File: config.mk
export PLATFORM = sky130hd
export DESIGN_NAME = falru_cell
export DESIGN_NICKNAME = d
export VERILOG_FILES = /design/src/rtl/falru_pkg.sv /design/src/rtl/falru_cell.sv
export SDC_FILE = /design/constraint.sdc
export NUM_CORES = 1
export LEC_CHECK = 0
export BUFFER_PORTS_ARGS = -buffer_cell sky130_fd_sc_hd__buf_2
export CAP_MARGIN = 20
export CORE_MARGIN = 3
export CORE_UTILIZATION = 36
export DETAILED_ROUTE_END_ITERATION = 12
export PLACE_DENSITY = 0.78
export SLEW_MARGIN = 40
export SYNTH_ARGS = -nofsm -noshare
export SYNTH_HDL_FRONTEND = slang
export SYNTH_SLANG_ARGS = --single-unit
File: constraint.sdc
create_clock -name clock -period 1.9 [get_ports clock]
set_input_delay 0.095 -clock clock [delete_from_list [all_inputs] [get_ports clock]]
set_output_delay 0.095 -clock clock [all_outputs]
set_load 0.1 [all_outputs]
File: src/rtl/falru_pkg.sv
package falru_pkg;

   // Defaults for the top-level parameters.
   localparam int DEF_ENTRIES  = 512;
   localparam int DEF_TAG_BITS = 32;

   // Fixed field widths of the ports.
   localparam int CAP_W     = 10;
   localparam int COUNT_W   = 32;
   localparam int PORT_TAG_W = 32;

   localparam logic [CAP_W-1:0] CAP_RESET = 10'd512;

   // Match tree: each node ORs RADIX children, one register per level.
   localparam int RADIX_LOG = 3;
   localparam int RADIX     = 1 << RADIX_LOG;

   // Number of registered levels needed to reduce leaves down to one word.
   function automatic int tree_levels(input int leaves);
      int span;
      int lv;
      span = 1;
      lv   = 0;
      for (int k = 0; k < 8; k++) begin
         if (span < leaves) begin
            span = span << RADIX_LOG;
            lv   = lv + 1;
         end
      end
      if (lv == 0) begin
         lv = 1;
      end
      return lv;
   endfunction

   // Offset of the first node of a level in the flat node array.
   function automatic int level_offset(input int pad, input int level);
      int off;
      off = 0;
      for (int k = 0; k < level; k++) begin
         off = off + (pad >> (RADIX_LOG * (k + 1)));
      end
      return off;
   endfunction

endpackage

File: src/rtl/falru_cell.sv
module falru_cell #(
   parameter int TAG_BITS = falru_pkg::DEF_TAG_BITS,
   parameter int IDX_W    = 9,
   parameter int OCC_W    = 10,
   parameter int INDEX    = 0
) (
   input  logic                        clock,
   input  logic                        update_en,
   input  logic [OCC_W-1:0]            shift_limit,
   input  logic [OCC_W-1:0]            occupancy,
   input  logic [TAG_BITS-1:0]         lookup_tag,
   input  logic [TAG_BITS-1:0]         prev_tag,
   output logic [TAG_BITS-1:0]         tag_out,
   output logic [IDX_W+TAG_BITS:0]     leaf_out
);

   logic [TAG_BITS-1:0] tag_ff;
   logic [TAG_BITS-1:0] tag_in;
   logic                match;
   logic                victim;

   // Take the neighbor's tag when this slot lies inside the shifted span.
   always_comb begin
      tag_in = tag_ff;
      if (update_en && (OCC_W'(INDEX) <= shift_limit)) begin
         tag_in = prev_tag;
      end
   end

   always_ff @(posedge clock) begin
      tag_ff <= tag_in;
   end

   assign match  = (OCC_W'(INDEX) < occupancy) && (tag_ff == lookup_tag);
   assign victim = (OCC_W'(INDEX + 1) == occupancy);

   assign tag_out  = tag_ff;
   assign leaf_out = {match,
                      (match ? IDX_W'(INDEX) : {IDX_W{1'b0}}),
                      (victim ? tag_ff : {TAG_BITS{1'b0}})};

endmodule

==> results of run 1 <==
## per-layer routing
| layer | wire (microns) | vias up |
|---|---|---|
| li1 | - | 776 |
| met1 | 2180 | 780 |
| met2 | 3410 | 109 |
| met3 | 735 | 12 |
| met4 | 155 | 0 |
| met5 | 0 | - |
## Yosys cell counts
| library cell | n | area share |
|---|---|---|
| xor2_1 | 32 | 0.17 |
| nand4_1 | 2 | 0.0075 |
| nor3_1 | 2 | 0.0060 |
| conb_1 | 1 | 0.0022 |
| inv_1 | 1 | 0.0022 |
| nor4_2 | 1 | 0.0075 |
| and2_1 | 32 | 0.12 |
| buf_6 | 3 | 0.020 |
| nor2_4 | 1 | 0.0067 |
| nor2_1 | 2 | 0.0045 |
| nand3_1 | 1 | 0.0030 |
| buf_4 | 10 | 0.045 |
| edfxtp_1 | 32 | 0.58 |
| nor4_1 | 8 | 0.030 |
| clkbuf_1 | 1 | 0.0022 |
## area by class of cell
cell class | instances | area, sq um | share of cell area
Clock buffer | 5 | 68.8 | 0.0204
Clock inverter | 3 | 13.8 | 0.00407
Inverter | 1 | 3.75 | 0.00111
Multi-Input combinational cell | 90 | 712 | 0.211
Sequential cell | 32 | 961 | 0.284
Tap cell | 52 | 65.1 | 0.0193
Timing Repair Buffer | 177 | 1550 | 0.460
## power by group
part | switching (mW) | internal [mW] | total (mW) | leakage [nW]
clock | 0.261 | 0.249 | 0.510 | 0.0453
combinational | 0.610 | 0.186 | 0.795 | 1.16
sequential | 0.0496 | 0.843 | 0.893 | 0.313
## metrics by stage
stage / setup WS [ns] / hold WS (ns) / utilization / TNS (ns) / instances
finish: -0.0878 / 0.418 / 0.765 / -0.0878 / 360
global route: -0.141 / 0.429 / 0.765 / -0.141 / 360
CTS: -0.0467 / 0.422 / 0.762 / -0.0467 / 359
detailed placement: 0.129 / 0.273 / 0.659 / 0 / 317
global placement: 0.173 / 0.271 / 0.659 / 0 / 317
floorplan: -0.107 / 0.194 / - / -0.107 / 137
## critical path, cell delays in order (launching register included)
cell and delay (ns):
edfxtp_1 0.46, xor2_1 0.20, nor4_2 0.33, nand4_1 0.19
nor3_2 0.22, buf_12 0.21
## worst max path at each step
stage	startpoint	to	slack, ns
floorplan	tag_out[0]	leaf_out[41]	-0.11
global route	tag_out[29]	leaf_out[41]	-0.14
CTS	tag_out[22]	leaf_out[41]	-0.05
finish	tag_out[29]	leaf_out[41]	-0.09
detailed placement	tag_out[7]	leaf_out[41]	0.13
global placement	tag_out[0]	leaf_out[41]	0.17
## cell families (layout without fill, tap and decap cells)
logic type,Yosys count,count (layout)
XOR/XNOR,32,32
buffers and inverters,15,186
flip-flops,32,32
other,1,9
AND/OR/NAND/NOR,49,49
## layout by cell type (no fill, tap or decap), drive strengths merged, types with 3 or more instances in the layout
master	count
and2	32
buf	145
clkbuf	5
clkinv	3
conb	9
dlygate4sd3	32
edfxtp	32
nor2	3
nor4	9
xor2	32
## timing repair
action / CTS / global route
buffers inserted: 2 / 1
pin swaps: 6 / 0
cloned: 0 / 0
hold buffers: 32 / 0
resized for setup: 6 / 1
setup endpoints to repair: 1 / 1
hold endpoints to repair: 32 / 0
==> out/summary.txt, run 1 <==
Met3 Track Usage GR: 0.0986
Max FFs per register: 32
Worst-case clock buffer depth: 2
Post-layout net count: 393
Post-DP HPWL: 4.09 mm
Combinational family with the most area after synthesis: simple AND/OR/NAND/NOR gates
Simple-gate area share of the yosys netlist: 0.185
Hold Violations, Final: 0
Initial antenna violation count: 0
HP Start: update_en
Worst Hold Class: in2reg
Crit path launch type: flop
Pin count of the biggest net entering global routing: 33
Lkg Pwr: 1.52 nW
All-Layer GR Usage: 0.244
CTS clock-pin slew for the worst setup and hold paths: 0.07 ns
Die Y: 74.1 microns
Via count: 1,677
Worst Path Max Fanout: 3
Overall power: 2.20 mW
WL final: 6.47 mm
Final setup vio count: 1
Failing checks: negative setup slack
Final cell area excluding filler cells: 0.00338 sq mm
Synth Area in Adders: 0
# clock sinks: 32
Met1 usage: 0.255
First-pass GRT wire length: 9.67 mm
Ys Warns: 0
Total global routing overflow: 0
Row count: 24
Final estimated routing congestion in global placement: 0.678
Synth Area in Compound Gates: 0
VDD IR max: 0.000628 V
Htree depth: 2
Final ANT Viol Nets: 0
Root Buffer: clkbuf_8
Chip width: 74.1 microns
FMAX: 0.503 GHz
Syn-to-layout area delta: 102%
Crit share post-route: 1.05
Number of port buffers: 140
Synthesized instance count: 129
Detailed Route Iter0 Violations: 32
Starting Density: 0.378
Rel. slew slack: 0.505
Vias in the first global route: 1,832
Die Area: 0.00549 sq mm
CTS tree: built
Met2 Usage GRT: 0.432
GRT busiest layer: met2
Core ar.: 0.00441 sq mm
Final worst setup slack: -0.0878 ns
Syn avg cell area: 12.9 sq um
Min cycle time layout: 1.99 ns
Crit path DAT: 1.89 ns
RSZ-0062 raised after global routing: yes
Max-cap violation count: 0
Critical path class: reg2out
Max-slew violation count: 0
N_diodes: 0
Filler cells: 255
Ports: 160
First drt pass iteration count: 4
Mapped cell area: 0.00167 sq mm
Sequential fraction of the synthesis area: 0.575
Mux share of post-synthesis cell area: 0
Critical Path End Type: output pin
Library cells used by synthesis: 15
Hold EP: tag_out[23]
Actual slew at the worst max-slew pin: 0.742 ns
DRC Markers: 0
DR vias/cell: 4.66
Layout cells sized above 1: 0.630
CP Data Required Time: 1.80 ns
Status: finished, violations left
Dpl cell area: 0.00291 sq mm
#FFs+latches synth: 32
Worst hold stages: 1
Post-Synth XOR/XNOR Area: 0.168
Power Density: 651 mW/mm^2
Number of buffers created by CTS: 5
Avg WL per Cell: 18.0 microns
Power figures use the tool's default switching activity.
==> run 2: changes to the inputs <==
Settings changed: GPL_TIMING_DRIVEN from default to 0.
==> run 2 against run 1 <==
- the flow still finishes with violations (negative setup slack)
- utilization fell by 7.4 points
- power fell by 0.11%
- combinational power rose by 3.0%
- worst setup slack improved by 0.060 ns
- via count rose by 1.6%
- final cell count rose by 4.4%
- non-clock buffer count rose by 16
- critical endpoint unchanged
- highest routed layer unchanged
==> out/summary.txt, run 2 (synthesized netlist as in run 1, its figures left out) <==
Most common cell after layout, fill and taps aside: buf_2
Met3 Wirelength: 595 microns (-19%)
Via count: 1,704 (+1.6%)
Avg WL per Cell: 16.1 microns (-11%)
Die Area: 0.00549 sq mm (unchanged)
Multi-input gate area: 712 sq um (unchanged)
Pre-CTS setup slack: -0.0939 ns (-0.223 ns)
Number of port buffers: 139 (-0.71%)
Failing checks: negative setup slack
Final ANT Viol Nets: 0 (unchanged)
Lkg Pwr: 1.52 nW (+0.61%)
Number of buffers created by CTS: 5 (unchanged)
Layout cells sized above 1: 0.642 (+0.0121)
FMAX: 0.519 GHz (+3.1%)
Root Buffer: clkbuf_8
CP Data Required Time: 1.80 ns (about the same)
WL met2: 3.35 mm (-1.6%)
DRC Markers: 0 (unchanged)
CTS clock-pin slew for the worst setup and hold paths: 0.07 ns (about the same)
Worst Hold Class: in2reg
Hold Violations, Final: 0 (unchanged)
Critical path class: reg2out
Max-slew violation count: 0 (unchanged)
Filler cells: 314 (+23%)
Worst-case clock buffer depth: 2 (unchanged)
Min cycle time layout: 1.93 ns (-0.0601 ns)
Overall power: 2.20 mW (-0.11%)
Worst hold stages: 1 (unchanged)
HP Start: update_en
Critical Path End Type: output pin
CTS tree: built
Power Density: 720 mW/mm^2 (+11%)
First-pass GRT wire length: 8.65 mm (-10%)
VDD IR max: 0.000593 V (-5.5%)
Actual slew at the worst max-slew pin: 0.510 ns (-0.232 ns)
Top sig layer: met4
Hold EP: tag_out[24]
Metal-1 WL: 2.01 mm (-7.4%)
Core ar.: 0.00441 sq mm (unchanged)
Crit path DAT: 1.83 ns (-0.06 ns)
Post-layout net count: 409 (+4.1%)
Post-DP HPWL: 3.97 mm (-3.1%)
Initial antenna violation count: 0 (unchanged)
Status: finished, violations left
Rel. slew slack: 0.662 (+0.157)
Chip width: 74.1 microns (unchanged)
Crit path launch type: flop
Register area: 961 sq um (unchanged)
Final setup vio count: 1 (unchanged)
First drt pass iteration count: 4 (unchanged)
Die Y: 74.1 microns (unchanged)
N_diodes: 0 (unchanged)
Crit share post-route: 1.01 (-0.0316)
Worst Path Max Fanout: 2 (-1)
Final instance count without filler cells: 376 (+4.4%)
Max-cap violation count: 0 (unchanged)
Starting Density: 0.378 (unchanged)
Commonest non-fill, non-tap cells in the layout: 138 x buf_2, 32 x and2_2, 32 x xor2_1, 32 x dlygate4sd3_1, 32 x edfxtp_1
Pin count of the biggest net entering global routing: 20 (-39%)
Cell total after placement: 329 (+3.8%)
Syn-to-layout area delta: 82.6%
Total global routing overflow: 0 (unchanged)
Dpl cell area: 0.00254 sq mm (-13%)
# clock sinks: 32 (unchanged)
Ports: 160 (unchanged)
All-Layer GR Usage: 0.216 (-0.0286)
Final cell area excluding filler cells: 0.00305 sq mm (-9.7%)
Vias in the first global route: 1,728 (-5.7%)
Final worst setup slack: -0.0277 ns (+0.0601 ns)
Max FFs per register: 32 (unchanged)
Final estimated routing congestion in global placement: 0.728 (+7.4%)
Htree depth: 2 (unchanged)
Row count: 24 (unchanged)
Detailed Route Iter0 Violations: 33 (+3.1%)
WL final: 6.04 mm (-6.7%)
DR vias/cell: 4.53 (-2.7%)
RSZ-0062 raised after global routing: yes
## run 2: area by class of cell
| class | count | area share |
|---|---|---|
| clock inverters | 1 | 0.00123 |
| multi-input cells | 90 | 0.233 |
| inverters | 1 | 0.00123 |
| repair buffers | 179 | 0.364 |
| well taps | 52 | 0.0213 |
| clock buffers | 7 | 0.0250 |
| flip-flops and latches | 32 | 0.315 |
| plain buffers | 14 | 0.0386 |
## run 2: worst max-delay path by stage
stage	startpoint	endpoint	slack, ns
2_1_floorplan	tag_out[0]	leaf_out[41]	-0.11
3_3_place_gp	tag_out[0]	leaf_out[41]	-0.11
3_5_place_dp	tag_out[3]	leaf_out[41]	-0.09
4_1_cts	tag_out[22]	leaf_out[41]	-0.02
5_1_grt	tag_out[3]	leaf_out[41]	-0.15
6_report	tag_out[29]	leaf_out[41]	-0.03
## run 2: per-stage QoR
stage,utilization,setup TNS [ns],hold WS (ns)
2_1_floorplan,-,-0.107,0.194
3_3_place_gp,0.569,-0.105,0.272
3_5_place_dp,0.575,-0.0939,0.273
4_1_cts,0.688,-0.0212,0.327
5_1_grt,0.691,-0.146,0.335
6_report,0.691,-0.0277,0.327
## run 2: critical path, stage by stage, from the launching register on
cell	delay, ns
edfxtp_1	0.42
xor2_1	0.19
nor4_1	0.31
nand4_1	0.20
nor3_2	0.16
buf_6	0.12
buf_12	0.16
## run 2: routing by layer
metal / global-route usage / vias up
met4: 0.0563 / 0
li1: - / 807
met2: 0.417 / 101
met1: 0.220 / 789
met5: 0 / -
met3: 0.0716 / 7
## run 2: where the power goes
group	total (mW)	switching (mW)	internal [mW]
clock network	0.486	0.232	0.255
logic	0.819	0.610	0.208
registers	0.890	0.0472	0.843
total	2.20	0.889	1.31
## run 2: what timing repair did
item                                    CTS  global route
setup buffers                             6             1
resized for setup                        10             1
endpoints found under the setup margin    1             1
endpoints found under the hold margin    32             0
hold buffers                             32             0
pin swaps                                11             6
==> run 3: changes to the inputs <==
Settings changed: ABC_AREA from default to 1, CORE_UTILIZATION 36 to 39, CTS_CLUSTER_DIAMETER from default to 200.
==> run 3 against run 2 <==
- the run now ends clean
- largest cell class unchanged
- critical endpoint unchanged
- final cell count rose by 34%
- via count up 24%
- critical path depth did not move
- die area is 8.6% higher
- area after synthesis rose by 19%
- worst hold slack improved by 0.029 ns
- sequential power hardly changed
- routed wire length decreased by 1.2%
- global-route usage decreased by 1.4 points
==> out/summary.txt, run 3 <==
Status: finished clean
# clock sinks: 32 (unchanged)
DRC Markers: 0 (unchanged)
Yosys top cell by area: edfxtp_1
Final cell area excluding filler cells: 0.00335 sq mm (+10%)
Simple-gate area share of the yosys netlist: 0.309 (+0.124)
VDD IR max: 0.000522 V (-12%)
Top sig layer: met4
Crit path DAT: 1.65 ns (-0.18 ns)
Synth area leaders: edfxtp_1 49%, nand2_1 15%, inv_1 10%
First drt pass iteration count: 6 (+2)
Final setup vio count: 0 (-1)
Number of buffers created by CTS: 5 (unchanged)
Mux share of post-synthesis cell area: 0 (unchanged)
CTS clock-pin slew for the worst setup and hold paths: 0.06 ns (about the same)
CTS tree: built
Die Y: 77.2 microns (+4.2%)
Multi-input gate area: 851 sq um (+20%)
Final ANT Viol Nets: 0 (unchanged)
Mapped cell area: 0.00198 sq mm (+19%)
Root Buffer: clkbuf_8
Post-Synth XOR/XNOR Area: 0.0442 (-0.124)
Most common cell after layout, fill and taps aside: buf_2
WL final: 5.97 mm (-1.2%)
Top post-synthesis cells by count: 78 x nand2_1, 54 x inv_1, 32 x edfxtp_1
Dpl cell area: 0.00294 sq mm (+16%)
Pin count of the biggest net entering global routing: 19 (-5.0%)
Min cycle time layout: 1.75 ns (-0.183 ns)
Setup bufs post-CTS: 0 (-6)
CP Data Required Time: 1.80 ns (about the same)
Total global routing overflow: 0 (unchanged)
Final estimated routing congestion in global placement: 0.754 (+3.6%)
Library cells used by synthesis: 14 (-1)
First-pass GRT wire length: 9.48 mm (+9.6%)
Top-count cell post-synth: nand2_1
Initial antenna violation count: 0 (unchanged)
Async set or reset register ratio after synthesis: 0 (unchanged)
WL met2: 3.16 mm (-5.8%)
Hold Violations, Final: 0 (unchanged)
Critical path class: reg2out
Ys Warns: 0 (unchanged)
Filler cells: 395 (+26%)
Avg WL per Cell: 11.9 microns (-26%)
Synth Area in Compound Gates: 0 (unchanged)
Detailed Route Iter0 Violations: 63 (+91%)
Via count: 2,116 (+24%)
Worst Path Max Fanout: 3 (+1)
Register area: 961 sq um (unchanged)
Max FFs per register: 32 (unchanged)
Layout cells sized above 1: 0.472 (-0.169)
DR vias/cell: 4.21 (-7.2%)
Vias in the first global route: 2,154 (+25%)
Max-cap violation count: 0 (unchanged)
Row count: 25 (+4.2%)
CP Launch Point: tag_out[25]
Lkg Pwr: 1.85 nW (+21%)
Primary FF master, synth: edfxtp_1
Post-layout net count: 521 (+27%)
Chip width: 77.2 microns (+4.2%)
Die Area: 0.00597 sq mm (+8.6%)
N_diodes: 0 (unchanged)
Crit path launch type: flop
FMAX: 0.573 GHz (+10%)
Core ar.: 0.00482 sq mm (+9.1%)
Syn-to-layout area delta: 69.5%
Final Util: 0.696 (+0.00532)
Synthesized instance count: 248 (+92%)
Met3 Wirelength: 530 microns (-11%)
HP Start: update_en
Starting Density: 0.411 (+0.0325)
Commonest non-fill, non-tap cells in the layout: 138 x buf_2, 78 x nand2_1, 42 x inv_1
Post-DP HPWL: 4.33 mm (+9.2%)
Combinational family with the most area after synthesis: simple AND/OR/NAND/NOR gates
Power Density: 667 mW/mm^2 (-7.3%)
Post-synth EDFFs: 32 (unchanged)
Metal-1 WL: 2.07 mm (+2.8%)
Sequential fraction of the synthesis area: 0.485 (-0.0898)
Synth Area in Adders: 0 (unchanged)
Top-area cell type share of the netlist area: 0.485 (-0.0898)
Critical Path End Type: output pin
RSZ-0062 raised after global routing: no
Worst-case clock buffer depth: 2 (unchanged)
Max-slew violation count: 0 (unchanged)
Worst Hold Class: in2reg
Ports: 160 (unchanged)
All-Layer GR Usage: 0.202 (-0.0137)
Crit share post-route: 0.919 (-0.0961)
Number of port buffers: 139 (unchanged)
#FFs+latches synth: 32 (unchanged)
Htree depth: 2 (unchanged)
Setup TNS: 0 ns (+0.0277 ns)
Syn avg cell area: 7.98 sq um (-38%)
run 3: timing repair:
action	4_1_cts	5_1_grt
gates resized for setup	1	4
hold endpoints to repair	32	0
endpoints found under the setup margin	1	1
hold buffers	32	0
run 3: where the power goes:
| group | switching [mW] | internal (mW) |
|---|---|---|
| Sequential | 0.0459 | 0.843 |
| Clock | 0.232 | 0.255 |
| Combinational | 0.652 | 0.211 |
| Total | 0.930 | 1.31 |
run 3: per-stage QoR:
stage / total power [mW] / worst slack, ns / hold slack (ns) / cells
floorplan: 1.54 / -0.133 / 0.194 / 256
global placement: 1.69 / 0.130 / 0.271 / 462
detailed placement: 1.71 / 0.179 / 0.273 / 463
CTS: 2.25 / 0.0133 / 0.356 / 503
global route: 2.35 / 0.00381 / 0.394 / 503
finish: 2.24 / 0.155 / 0.356 / 503
run 3: cell families after synthesis:
| kind of cell | after synthesis |
|---|---|
| simple gates | 137 |
| buf+inv | 68 |
| flops | 32 |
| xor+xnor | 10 |
| other cells | 1 |
run 3: worst max-delay path, cell delays in order, from the launching register on:
cell and delay [ns]:
edfxtp_1 0.44, xor2_1 0.19, nor3_1 0.22, nand3_1 0.11, nor2_1 0.14, buf_6 0.12
buf_12 0.16
run 3: per-layer routing:
layer,up-vias,GRT usage
met5,-,0
met1,914,0.198
met3,19,0.0622
met2,104,0.381
met4,0,0.0943
li1,1079,-
run 3: worst paths after layout:
path,slack [ns],endpoint,cells after the start
max,0.15,leaf_out[41],6
min,0.36,tag_out[20],1
run 3: final cells by class:
cell class	instances	area share
clock buffer	7	0.0228
timing repair buffer	172	0.316
sequential	32	0.286
inverter	54	0.0604
tap	67	0.0250
multi-input combinational	156	0.254
clock inverter	1	0.00112
buffer	14	0.0351
